### src/rtl/core/i2cm_pkg.sv
package i2cm_pkg;

    localparam int S_TDATA_W = 24;
    localparam int S_TUSER_W = 3;
    localparam int M_TDATA_W = 16;
    localparam int CFG_IDX_W = 2;
    localparam int CFG_DATA_W = 8;

    localparam int FIFO_DEPTH_DEF = 4;

    localparam logic [7:0] START_HOLD_RST  = 8'd4;
    localparam logic [7:0] BIT_PHASE_RST   = 8'd2;
    localparam logic [7:0] ACK_TIMEOUT_RST = 8'd250;

    typedef enum logic [CFG_IDX_W-1:0] {
        REG_START_HOLD  = 2'd0,
        REG_BIT_PHASE   = 2'd1,
        REG_ACK_TIMEOUT = 2'd2
    } reg_index_t;

    typedef enum logic [2:0] {
        OP_NONE  = 3'd0,
        OP_START = 3'd1,
        OP_WRITE = 3'd2,
        OP_READ  = 3'd3,
        OP_STOP  = 3'd4
    } op_code_t;

    typedef enum logic [2:0] {
        CMD_NONE,
        CMD_START,
        CMD_WRITE,
        CMD_READ,
        CMD_STOP
    } cmd_t;

    typedef struct packed {
        cmd_t       cmd;
        logic [6:0] address;
        logic       read_dir;
        logic [7:0] wr_data;
        logic       send_ack;
        logic       sda_in;
    } cmd_word_t;

    typedef enum logic [3:0] {
        PH_IDLE,
        PH_ST_A,
        PH_ST_B,
        PH_TX_LO,
        PH_TX_HI,
        PH_TX_END,
        PH_AK_LO,
        PH_AK_POLL,
        PH_RX_LO,
        PH_RX_HI,
        PH_RA_LO,
        PH_RA_HI,
        PH_SP_A,
        PH_SP_B
    } phase_t;

    function automatic logic [7:0] at_least_one(input logic [7:0] n);
        return (n == 8'd0) ? 8'd1 : n;
    endfunction

endpackage

### src/rtl/core/i2cm_front.sv
module i2cm_front (
    input  logic                           s_tvalid,
    output logic                           s_tready,
    input  logic [i2cm_pkg::S_TUSER_W-1:0] s_tuser,
    input  logic [i2cm_pkg::S_TDATA_W-1:0] s_tdata,
    input  logic                           queue_full,
    output logic                           push,
    output i2cm_pkg::cmd_word_t            push_word
);
    import i2cm_pkg::*;

    cmd_t cmd;

    // classify the op code, unknown codes do nothing
    always_comb begin
        unique case (s_tuser)
            OP_START: cmd = CMD_START;
            OP_WRITE: cmd = CMD_WRITE;
            OP_READ:  cmd = CMD_READ;
            OP_STOP:  cmd = CMD_STOP;
            default:  cmd = CMD_NONE;
        endcase
    end

    assign s_tready = !queue_full;
    assign push     = s_tvalid && !queue_full;

    always_comb begin
        push_word.cmd      = cmd;
        push_word.address  = s_tdata[6:0];
        push_word.read_dir = s_tdata[7];
        push_word.wr_data  = s_tdata[15:8];
        push_word.send_ack = s_tdata[16];
        push_word.sda_in   = s_tdata[17];
    end

endmodule

### src/rtl/core/i2cm_queue.sv
module i2cm_queue #(
    parameter int DEPTH = i2cm_pkg::FIFO_DEPTH_DEF
) (
    input  logic                aclk,
    input  logic                aresetn,
    input  logic                push,
    input  i2cm_pkg::cmd_word_t push_word,
    output logic                full,
    input  logic                pop,
    output i2cm_pkg::cmd_word_t head,
    output logic                head_valid
);
    import i2cm_pkg::*;

    localparam int AW = (DEPTH > 1) ? $clog2(DEPTH) : 1;
    localparam int CW = $clog2(DEPTH + 1);
    localparam logic [AW-1:0] LAST_PTR = AW'(DEPTH - 1);
    localparam logic [CW-1:0] FULL_CNT = CW'(DEPTH);

    cmd_word_t     mem_reg [DEPTH];
    logic [AW-1:0] wr_ptr_reg, wr_ptr_next;
    logic [AW-1:0] rd_ptr_reg, rd_ptr_next;
    logic [CW-1:0] count_reg, count_next;
    logic          do_push, do_pop;

    assign full       = (count_reg == FULL_CNT);
    assign head_valid = (count_reg != '0);
    assign head       = mem_reg[rd_ptr_reg];
    assign do_push    = push && !full;
    assign do_pop     = pop && head_valid;

    always_comb begin
        wr_ptr_next = wr_ptr_reg;
        rd_ptr_next = rd_ptr_reg;
        if (do_push) begin
            wr_ptr_next = (wr_ptr_reg == LAST_PTR) ? '0 : wr_ptr_reg + AW'(1);
        end
        if (do_pop) begin
            rd_ptr_next = (rd_ptr_reg == LAST_PTR) ? '0 : rd_ptr_reg + AW'(1);
        end
        unique case ({do_push, do_pop})
            2'b10:   count_next = count_reg + CW'(1);
            2'b01:   count_next = count_reg - CW'(1);
            default: count_next = count_reg;
        endcase
    end

    always_ff @(posedge aclk) begin
        if (!aresetn) begin
            wr_ptr_reg <= '0;
            rd_ptr_reg <= '0;
            count_reg  <= '0;
        end else begin
            wr_ptr_reg <= wr_ptr_next;
            rd_ptr_reg <= rd_ptr_next;
            count_reg  <= count_next;
        end
    end

    always_ff @(posedge aclk) begin
        if (do_push) begin
            mem_reg[wr_ptr_reg] <= push_word;
        end
    end

endmodule

### src/rtl/core/i2cm_seq.sv
module i2cm_seq (
    input  logic                            aclk,
    input  logic                            aresetn,
    input  logic                            cfg_wr_en,
    input  logic [i2cm_pkg::CFG_IDX_W-1:0]  cfg_index,
    input  logic [i2cm_pkg::CFG_DATA_W-1:0] cfg_data,
    input  i2cm_pkg::cmd_word_t             head,
    input  logic                            head_valid,
    output logic                            pop,
    output logic                            m_tvalid,
    input  logic                            m_tready,
    output logic [i2cm_pkg::M_TDATA_W-1:0]  m_tdata
);
    import i2cm_pkg::*;

    logic [7:0] start_hold_reg, bit_phase_reg, ack_timeout_reg;

    phase_t     phase_reg, phase_next;
    logic [7:0] tick_reg, tick_next;
    logic [3:0] bc_reg, bc_next;
    logic [7:0] shift_reg, shift_next;
    logic [7:0] poll_reg, poll_next;
    logic       scl_reg, scl_next;
    logic       sda_reg, sda_next;
    logic       oe_reg, oe_next;
    logic       done_reg, done_next;
    logic [7:0] rd_reg, rd_next;
    logic       err_reg, err_next;
    logic       ack_choice_reg, ack_choice_next;

    logic                 m_tvalid_reg;
    logic [M_TDATA_W-1:0] m_tdata_reg;

    logic       consume;
    logic [7:0] sh_ticks, bp_ticks;
    logic       tick_last, bc_last, poll_over;

    assign consume   = head_valid && (!m_tvalid_reg || m_tready);
    assign pop       = consume;
    assign sh_ticks  = at_least_one(start_hold_reg);
    assign bp_ticks  = at_least_one(bit_phase_reg);
    assign tick_last = (tick_reg <= 8'd1);
    assign bc_last   = (bc_reg >= 4'd7);
    assign poll_over = (poll_reg >= ack_timeout_reg);

    always_ff @(posedge aclk) begin
        if (!aresetn) begin
            start_hold_reg  <= START_HOLD_RST;
            bit_phase_reg   <= BIT_PHASE_RST;
            ack_timeout_reg <= ACK_TIMEOUT_RST;
        end else if (cfg_wr_en) begin
            unique case (cfg_index)
                REG_START_HOLD:  start_hold_reg  <= cfg_data;
                REG_BIT_PHASE:   bit_phase_reg   <= cfg_data;
                REG_ACK_TIMEOUT: ack_timeout_reg <= cfg_data;
                default: ;
            endcase
        end
    end

    // next state
    always_comb begin
        phase_next = phase_reg;
        tick_next  = tick_reg;
        if (consume) begin
            priority if (phase_reg == PH_IDLE) begin
                unique case (head.cmd)
                    CMD_START: begin phase_next = PH_ST_A;  tick_next = sh_ticks; end
                    CMD_WRITE: begin phase_next = PH_TX_LO; tick_next = bp_ticks; end
                    CMD_READ:  begin phase_next = PH_RX_LO; tick_next = bp_ticks; end
                    CMD_STOP:  begin phase_next = PH_SP_A;  tick_next = sh_ticks; end
                    default: ;
                endcase
            end else if (phase_reg == PH_AK_POLL) begin
                priority if (!head.sda_in) begin
                    phase_next = PH_IDLE;
                    tick_next  = 8'd0;
                end else if (poll_over) begin
                    phase_next = PH_SP_A;
                    tick_next  = sh_ticks;
                end else begin
                    // keep polling
                end
            end else if (!tick_last) begin
                tick_next = tick_reg - 8'd1;
            end else begin
                unique case (phase_reg)
                    PH_ST_A:   begin phase_next = PH_ST_B;  tick_next = sh_ticks; end
                    PH_ST_B:   begin phase_next = PH_TX_LO; tick_next = bp_ticks; end
                    PH_TX_LO:  begin phase_next = PH_TX_HI; tick_next = bp_ticks; end
                    PH_TX_HI:  begin phase_next = PH_TX_END; tick_next = bp_ticks; end
                    PH_TX_END: begin
                        phase_next = bc_last ? PH_AK_LO : PH_TX_LO;
                        tick_next  = bp_ticks;
                    end
                    PH_AK_LO:  begin phase_next = PH_AK_POLL; tick_next = 8'd1; end
                    PH_RX_LO:  begin phase_next = PH_RX_HI; tick_next = bp_ticks; end
                    PH_RX_HI:  begin
                        phase_next = bc_last ? PH_RA_LO : PH_RX_LO;
                        tick_next  = bp_ticks;
                    end
                    PH_RA_LO:  begin phase_next = PH_RA_HI; tick_next = bp_ticks; end
                    PH_SP_A:   begin phase_next = PH_SP_B;  tick_next = sh_ticks; end
                    default:   begin phase_next = PH_IDLE;  tick_next = 8'd0; end
                endcase
            end
        end
    end

    // line levels, shifter and status
    always_comb begin
        bc_next         = bc_reg;
        shift_next      = shift_reg;
        poll_next       = poll_reg;
        scl_next        = scl_reg;
        sda_next        = sda_reg;
        oe_next         = oe_reg;
        done_next       = done_reg;
        rd_next         = rd_reg;
        err_next        = err_reg;
        ack_choice_next = ack_choice_reg;
        if (consume) begin
            done_next = 1'b0;
            priority if (phase_reg == PH_IDLE) begin
                bc_next = 4'd0;
                unique case (head.cmd)
                    CMD_START: begin
                        err_next   = 1'b0;
                        shift_next = {head.address, head.read_dir};
                        oe_next    = 1'b1;
                        sda_next   = 1'b1;
                        scl_next   = 1'b1;
                    end
                    CMD_WRITE: begin
                        err_next   = 1'b0;
                        shift_next = head.wr_data;
                        scl_next   = 1'b0;
                        oe_next    = 1'b1;
                        sda_next   = head.wr_data[7];
                    end
                    CMD_READ: begin
                        ack_choice_next = head.send_ack;
                        shift_next      = 8'd0;
                        oe_next         = 1'b0;
                        scl_next        = 1'b0;
                    end
                    CMD_STOP: begin
                        oe_next  = 1'b1;
                        scl_next = 1'b0;
                        sda_next = 1'b0;
                    end
                    default: ;
                endcase
            end else if (phase_reg == PH_AK_POLL) begin
                priority if (!head.sda_in) begin
                    scl_next  = 1'b0;
                    done_next = 1'b1;
                end else if (poll_over) begin
                    err_next = 1'b1;
                    oe_next  = 1'b1;
                    scl_next = 1'b0;
                    sda_next = 1'b0;
                end else begin
                    poll_next = poll_reg + 8'd1;
                end
            end else if (!tick_last) begin
                // hold the lines through the phase
            end else begin
                unique case (phase_reg)
                    PH_ST_A: sda_next = 1'b0;
                    PH_ST_B: begin
                        scl_next = 1'b0;
                        oe_next  = 1'b1;
                        sda_next = shift_reg[7];
                    end
                    PH_TX_LO: scl_next = 1'b1;
                    PH_TX_HI: scl_next = 1'b0;
                    PH_TX_END: begin
                        shift_next = {shift_reg[6:0], 1'b0};
                        bc_next    = bc_reg + 4'd1;
                        scl_next   = 1'b0;
                        if (bc_last) begin
                            oe_next   = 1'b0;
                            poll_next = 8'd0;
                        end else begin
                            oe_next  = 1'b1;
                            sda_next = shift_reg[6];
                        end
                    end
                    PH_AK_LO: scl_next = 1'b1;
                    PH_RX_LO: scl_next = 1'b1;
                    PH_RX_HI: begin
                        shift_next = {shift_reg[6:0], head.sda_in};
                        bc_next    = bc_reg + 4'd1;
                        scl_next   = 1'b0;
                        if (bc_last) begin
                            oe_next  = 1'b1;
                            sda_next = !ack_choice_reg;
                        end
                    end
                    PH_RA_LO: scl_next = 1'b1;
                    PH_RA_HI: begin
                        scl_next  = 1'b0;
                        rd_next   = shift_reg;
                        done_next = 1'b1;
                    end
                    PH_SP_A: scl_next = 1'b1;
                    PH_SP_B: begin
                        sda_next  = 1'b1;
                        done_next = 1'b1;
                    end
                    default: done_next = 1'b1;
                endcase
            end
        end
    end

    always_ff @(posedge aclk) begin
        if (!aresetn) begin
            phase_reg      <= PH_IDLE;
            tick_reg       <= 8'd0;
            bc_reg         <= 4'd0;
            shift_reg      <= 8'd0;
            poll_reg       <= 8'd0;
            scl_reg        <= 1'b1;
            sda_reg        <= 1'b1;
            oe_reg         <= 1'b1;
            done_reg       <= 1'b0;
            rd_reg         <= 8'd0;
            err_reg        <= 1'b0;
            ack_choice_reg <= 1'b0;
        end else begin
            phase_reg      <= phase_next;
            tick_reg       <= tick_next;
            bc_reg         <= bc_next;
            shift_reg      <= shift_next;
            poll_reg       <= poll_next;
            scl_reg        <= scl_next;
            sda_reg        <= sda_next;
            oe_reg         <= oe_next;
            done_reg       <= done_next;
            rd_reg         <= rd_next;
            err_reg        <= err_next;
            ack_choice_reg <= ack_choice_next;
        end
    end

    // output word register
    always_ff @(posedge aclk) begin
        if (!aresetn) begin
            m_tvalid_reg <= 1'b0;
        end else if (consume) begin
            m_tvalid_reg <= 1'b1;
        end else if (m_tready) begin
            m_tvalid_reg <= 1'b0;
        end
    end

    always_ff @(posedge aclk) begin
        if (consume) begin
            m_tdata_reg <= {2'b00, err_next, rd_next, done_next,
                            (phase_next != PH_IDLE), oe_next, sda_next, scl_next};
        end
    end

    assign m_tvalid = m_tvalid_reg;
    assign m_tdata  = m_tdata_reg;

endmodule

### src/rtl/core/i2c_master_byte_engine_unit.sv
// channel   dir  ports                         contents
// s_        in   s_tvalid s_tready s_tuser     tuser: op; tdata: command fields, sda_in
//                s_tdata
// m_        out  m_tvalid m_tready m_tdata     bus levels and status, one word per tick
// cfg_      in   cfg_wr_en cfg_index cfg_data  timing registers, write only
//
// one input word per cycle while the queue is not full; each yields a registered result word
// back-end throughput is one sequencer step per cycle while a word waits and output is free
// synchronous active-low reset empties the queue, idles the sequencer, loads register defaults
// up to FIFO_DEPTH words queue up while m_tready is low, then s_tready drops
module i2c_master_byte_engine_unit #(
    parameter int FIFO_DEPTH = i2cm_pkg::FIFO_DEPTH_DEF
) (
    input  logic                            aclk,
    input  logic                            aresetn,
    input  logic                            s_tvalid,
    output logic                            s_tready,
    // op
    input  logic [i2cm_pkg::S_TUSER_W-1:0]  s_tuser,
    // address[6:0], read_dir, wr_data[7:0], send_ack, sda_in, zero pad
    input  logic [i2cm_pkg::S_TDATA_W-1:0]  s_tdata,
    output logic                            m_tvalid,
    input  logic                            m_tready,
    // scl, sda_out, sda_oe, busy_res, done_res, rd_data[7:0], ack_error, zero pad
    output logic [i2cm_pkg::M_TDATA_W-1:0]  m_tdata,
    input  logic                            cfg_wr_en,
    input  logic [i2cm_pkg::CFG_IDX_W-1:0]  cfg_index,
    input  logic [i2cm_pkg::CFG_DATA_W-1:0] cfg_data
);
    import i2cm_pkg::*;

    cmd_word_t push_word, head;
    logic      push, queue_full, pop, head_valid;

    i2cm_front u_front (
        .s_tvalid   (s_tvalid),
        .s_tready   (s_tready),
        .s_tuser    (s_tuser),
        .s_tdata    (s_tdata),
        .queue_full (queue_full),
        .push       (push),
        .push_word  (push_word)
    );

    i2cm_queue #(
        .DEPTH (FIFO_DEPTH)
    ) u_queue (
        .aclk       (aclk),
        .aresetn    (aresetn),
        .push       (push),
        .push_word  (push_word),
        .full       (queue_full),
        .pop        (pop),
        .head       (head),
        .head_valid (head_valid)
    );

    i2cm_seq u_seq (
        .aclk       (aclk),
        .aresetn    (aresetn),
        .cfg_wr_en  (cfg_wr_en),
        .cfg_index  (cfg_index),
        .cfg_data   (cfg_data),
        .head       (head),
        .head_valid (head_valid),
        .pop        (pop),
        .m_tvalid   (m_tvalid),
        .m_tready   (m_tready),
        .m_tdata    (m_tdata)
    );

endmodule

### config.mk
export PLATFORM = sky130hd
export DESIGN_NAME = i2c_master_byte_engine_unit
export DESIGN_NICKNAME = d
export VERILOG_FILES = /design/src/rtl/core/i2cm_pkg.sv /design/src/rtl/core/i2cm_front.sv /design/src/rtl/core/i2cm_queue.sv /design/src/rtl/core/i2cm_seq.sv /design/src/rtl/core/i2c_master_byte_engine_unit.sv
export SDC_FILE = /design/constraint.sdc
export NUM_CORES = 1
export LEC_CHECK = 0
export BUFFER_PORTS_ARGS = -buffer_cell sky130_fd_sc_hd__buf_2
export CORE_MARGIN = 2
export CORE_UTILIZATION = 55
export DETAILED_ROUTE_END_ITERATION = 10
export GPL_ROUTABILITY_DRIVEN = 0
export PLACE_DENSITY_LB_ADDON = 0.1
export SLEW_MARGIN = 0
export SYNTH_ARGS = -nofsm -noshare
export SYNTH_HDL_FRONTEND = slang
export SYNTH_SLANG_ARGS = --single-unit
### constraint.sdc
create_clock -name aclk -period 4.07 [get_ports aclk]
set_clock_uncertainty 0.2 [all_clocks]
set_input_delay 0.2035 -clock aclk [delete_from_list [all_inputs] [get_ports aclk]]
set_output_delay 0.2035 -clock aclk [all_outputs]
set_load 0.005 [all_outputs]
---- After elaboration in Yosys (flattened, before gate mapping) ----
Memories as Yosys holds them, arrays and structs flattened. A register that Yosys moved wholly into a read port is not among the register bits.
Index checks and enable logic that the tools add are counted.
operators by class
  add/sub/neg operators ................... 7
  magnitude comparators ................... 3
  eq/ne operators ......................... 34
  mux-type cells .......................... 89
  bitwise logic cells ..................... 1
  reduce and logical (&&, ||, !) cells .... 41
operators by type and width
  cell                                                  number
  2-to-1 mux 8 bit                                      21
  case mux 8 bit (3 select lines)                       2
  2-to-1 mux 4 bit                                      10
  case mux 4 bit (10 select lines)                      1
  2-to-1 mux 1 bit                                      38
  case mux 8 bit (2 select lines)                       2
  == test 4 bit (second input constant)                 6
  == test 4 x 3 -> 1 bit (second input constant)        4
  zero test 8 bit                                       2
  case mux 4 bit (4 select lines)                       1
  nonzero test 2 bit                                    7
  == test 3 x 2 -> 1 bit (second input constant)        4
  case mux 3 bit (4 select lines)                       1
  2-to-1 mux 2 bit                                      5
  OR reduction 10 bit                                   1
  OR reduction 2 bit                                    5
  OR reduction 5 bit                                    2
  == test 3 bit (second input constant)                 3
  adder 8 x 1 -> 8 bit (second input constant)          1
  == test 2 bit (second input constant)                 4
  == test 4 x 2 -> 1 bit (second input constant)        2
  >= comparator 8 bit                                   1
  <= comparator 8 x 1 -> 1 bit (second input constant)  1
  != test 4 bit (second input constant)                 2
  other kinds (32)                                      49
word-level totals
  register bits after elaboration ......... 92
  bits in writable memories ............... 84
  bits of input ports ..................... 42
  output and inout bits ................... 18
  word-level logic and storage cells ...... 196
  memories kept ........................... 1
memories
  memory           words  bits a word  rd ports  clocked after memory_dff  write ports  line              RTL
  u_queue.mem_reg  4      21           1         1                         1            i2cm_queue.sv:20  cmd_word_t mem_reg [DEPTH];

---- Depth between registers and ports, before layout ----
  depth in word-level cells ............... 8
  mapped depth ............................ 11
  mapped depth without buffers ............ 9

---- Modules after synthesis ----
From an unflattened synthesis, not the netlist that was laid out.
unflattened totals
  cells, all modules ...................... 798
  area total of the unflattened synthesis .. 8798.4 um^2
modules (own cells, without submodules)
  module      times used  cells each  area an instance (um^2)  seq. area each (um^2)
  i2cm_seq    1           610         5082.4                   1841.8
  i2cm_queue  1           165         3540.9                   2702.6
  i2cm_front  1           23          175.2                    0.0

---- Worst setup path before layout ----
OpenSTA, ideal clock, no wires.
  path kind ............................... reg2reg
  start point ............................. register u_seq.m_tvalid_reg (netlist: u_seq.m_tvalid)
  end point ............................... register u_queue.count_reg[2]
  library setup time ...................... 0.070 ns
  data arrival time ....................... 2.925 ns
  data required time ...................... 3.800 ns
  path slack .............................. 0.875 ns
  stages on the path, launching flop included .. 12
  path buffers ............................ 2
  period minus slack after synthesis ...... 3.195 ns
  cells stage by stage .................... dfxtp_1 > nor2b_1 > or2_1 > clkbuf_1 > inv_1 > clkbuf_1 > ha_1 > inv_1 > fa_1 > xor2_1 > or3_1 > a21oi_1
on the way
  longest elaborated chain between the ends .. 6
  elaborated cells between the ends (all ways) .. 8
  classes of those cells .................. eq/ne (2); mux (1); reduce/logical (5)
ends and longest elaborated chain
  item                                                                   line                               RTL
  start, declared                                                        i2cm_seq.sv:31                     logic m_tvalid_reg;
  start signal, assigned                                                 i2cm_seq.sv:251                    m_tvalid_reg <= 1'b0;
  start signal, assigned                                                 i2cm_seq.sv:253                    m_tvalid_reg <= 1'b1;
  start signal, assigned                                                 i2cm_seq.sv:255                    m_tvalid_reg <= 1'b0;
  zero test 1 bit *                                                      i2cm_seq.sv:38                     assign consume = head_valid && (!m_tvalid_reg || m_tready);
  logical OR 1 bit *                                                     i2cm_seq.sv:38
  logical AND 1 bit *                                                    i2cm_seq.sv:38
  named net pop                                                          i2c_master_byte_engine_unit.sv:33  logic push, queue_full, pop, head_valid;
  logical AND 1 bit *                                                    i2cm_queue.sv:30                   assign do_pop = pop && head_valid;
  == test 2 x 1 -> 1 bit or == test 2 bit (tied branches)                i2cm_queue.sv:41                   unique case ({do_push, do_pop})
  case mux 3 bit (2 select lines) or nonzero test 2 bit (tied branches)  -
  end signal, assigned                                                   i2cm_queue.sv:56                   count_reg <= count_next;
  end, declared                                                          i2cm_queue.sv:23                   logic [CW-1:0] count_reg, count_next;
The timed path passes the listed nets; every way through them passes the cells marked *.
A chain may end at the register's enable or synchronous reset.

==> metrics.md <==
| Metric | Value |
|---|---|
| Comb pwr share | 0.378 |
| Status | completed |
| DRT Pass-1 Iters | 5 |
| Area share of fa/ha/maj cells after synthesis | 0.0291 |
| Reg power frac | 0.373 |
| Core Region | 15100 sq um |
| Clock power frac | 0.249 |
| PostCTS Resize Cnt | 0 |
| Hold Fails Final Rpt | 0 |
| Die Y | between 100 and 150 um |
| Max reg flops | 84 |
| Vias in the first global route | ~6200 |
| Total Power | around 6.6 mW |
| Post-synthesis cell type count | 80 |
| Max clock buf depth | 2 |
| ANT nets after route | 0 |
| RSZ-0062 raised after global routing | false |
| Final period util | 0.844 |
| P_leak | 3.60 nW |
| Leading cell types in the layout, fill and taps excluded | edfxtp_1, dfxtp_1, a21oi_1, nand2_1, nor2_1 |
| P_sw | around 2.6 mW |
| Rel. slew slack | 0.240 |
| Ant. Diodes | 0 |
| Xor and xnor area share after synthesis | 0.0104 |
| Vias | 6284 |
| Avg WL per Cell | between 15 and 20 um |
| Routed Wire Length | about 20 mm |
| FFs w/ async S/R, synth | 0 |
| Total global routing overflow | 0 |
| Critical path endpoint category | flop |
| CTS tree | yes |
| Slew Viols, Final | 0 |
| Global-route wire length before repair | between 30 and 40 mm |
| Number of antenna violations at the first check in global routing | 0 |
| R2R Setup Slk | 0.63 ns |
| Cell Int Power | between 4 and 5 mW |
| Switching Fraction | 0.389 |
| Residual DRC | 0 |
| Post-synthesis mux area share | 0.0969 |
| Commonest non-fill, non-tap cell in the layout | edfxtp_1 |
| CP startpoint kind | flop |
| Synth warn | 0 |
| Min-delay worst type | in -> reg |
| GR Util All Layers | 0.255 |
| Std-Cell Rows | 45 |
| Root Driver | clkbuf_16 |
| Register area share after synthesis | 0.539 |
| # Post-CTS Setup Buffers | 0 |
| TritonCTS Buffers | 17 |
| WP data required | around 4.2 ns |
| Routed vias/inst | approximately 6.1 |
| HPWL after DPL | ~13 mm |
| Crit path max fanout | 16 |
| Max Cap Violations | 0 |
| Post-synth EDFFs | 98 |
| Initial drt markers | 549 |
| Setup-failing EPs final | 0 |
| Synth Cell Area | 8430 sq um |
| Layout cell share with drive strength beyond 1 | 0.169 |
| Max frequency | 291 MHz |
| Synth top area cells | edfxtp_1, dfxtp_1, mux4_2 |
| Maximum vdd ir drop | between 400 and 500 uV |
| #FFs+latches synth | 178 |
| Clock-pin slew on the worst setup and hold paths | around 0.070 ns |
| H-tree levels | 4 |
| Num Clock Sinks | around 180 |
| Largest family of logic cells by synthesized area | simple AND/OR/NAND/NOR gates |
| P&R area growth vs syn | 16.0% |
| Simple-gate area share of the yosys netlist | 0.150 |
| Area leader, netlist | edfxtp_1 |
| Clk_lat worst skew | approximately 0.44 ns |
| Crit path DAT | ~3.6 ns |
| Die Width | roughly 130 um |
| Layout Nets | between 800 and 900 |
| Worst slew pin tran | 1.14 ns |
| Synth Flop Type | edfxtp_1 |
| Tmin final | 3.44 ns |
| Cell Pwr Density | ~680 nW/um^2 |
| IO Port Bufs | 51 |
| Post-synthesis compound-gate area fraction | 0.139 |
| Gate Count Post-Synth | 752 |
| Starting Density | 0.559 |
| Fillers | around 1200 |
| Io pins | 60 |
| Syn_area_per_cell | between 10 and 15 sq um |
| Area share of the largest cell type after synthesis | 0.349 |
| Largest net degree at the start of global routing | 50 |
| Die ar. | roughly 16000 sq um |
| Setup_tns | 0 ns |
| Kind of critical path | reg -> reg |
==> final timing paths <==
path,start,end,cells after the start
worst max-delay path,flop,u_seq.poll_reg[7],7
worst min-delay path,cfg_index[0],u_seq.start_hold_reg[2],5
worst min register to register,u_seq.shift_reg[5],u_seq.shift_reg[5],2
worst max register to register,flop,u_seq.poll_reg[7],7
==> timing repair <==
action,in CTS,in global routing
hold buffers,36,0
hold endpoints to repair,110,0
endpoints found under the setup margin,0,0
==> through the flow <==
step	utilization	area [sq um]	worst slack (ns)	instances	hold slack, ns
finish	0.648	9780	0.633	1027	0.122
global route	0.648	9780	0.320	1027	0.139
CTS	0.648	9780	0.581	1027	0.101
detailed placement	0.585	8830	0.603	959	0.221
global placement	0.585	8830	0.678	959	0.212
floorplan	-	8430	0.875	753	0.0765
==> area by class of cell <==
type	count	area [sq um]	area share
clock buffer	17	425	0.0435
sequential	178	4540	0.465
multi-input combinational	501	3590	0.368
inverter	29	109	0.0111
clock inverter	15	166	0.0170
tap	188	235	0.0241
timing repair buffer	99	706	0.0722
==> per-layer routing <==
metal  GRT usage  part of all wire  up-vias
met5           0                 0        -
met4       0.112             0.036        0
met3      0.0543             0.044       55
met2       0.420              0.49      189
met1       0.326              0.43     3058
li1            -                 -     2982
==> kinds of logic (layout without fill, tap and decap cells) <==
| family | after synthesis | count (layout) |
|---|---|---|
| simple gates | 239 | 239 |
| flops | 178 | 178 |
| compound gates | 177 | 177 |
| buf+inv | 74 | 160 |
| mux | 54 | 54 |
| fa+ha+maj | 19 | 19 |
| xor+xnor | 10 | 10 |
| other cells | 1 | 2 |
==> Yosys cell counts, drive strengths merged, types with 7 or more instances <==
| master | number |
|---|---|
| edfxtp | 98 |
| dfxtp | 80 |
| a21oi | 60 |
| nand2 | 57 |
| nor2 | 57 |
| o21ai | 33 |
| clkbuf | 28 |
| inv | 28 |
| nand3 | 23 |
| mux2i | 22 |
| mux4 | 21 |
| ha | 18 |
| buf | 17 |
| and2 | 16 |
| nor2b | 15 |
| mux2 | 11 |
| nor3 | 10 |
| or4 | 10 |
| o211ai | 9 |
| o31ai | 9 |
| nor3b | 8 |
| nor4 | 8 |
| a211o | 7 |
| and3 | 7 |
| xor2 | 7 |
==> critical path, cell delays in order (launching register included) <==
cell and delay, ns:
dfxtp_1 0.55, buf_4 0.39, mux4_2 0.57, and2_1 0.29, and2_1 0.20, a21boi_1 0.64
nor4_1 0.16, mux2_2 0.31
==> power groups by stage <==
stage                     clock [mW]  sequential, mW  combinational (mW)
final                           1.64            2.47                2.50
after CTS                       1.67            2.46                2.47
after global routing            1.75            2.51                2.72
after detailed placement           0            2.50                2.44
after global placement             0            2.48                2.38
after floorplan                    0            2.37                1.83
(Power assumes the default switching activity.)
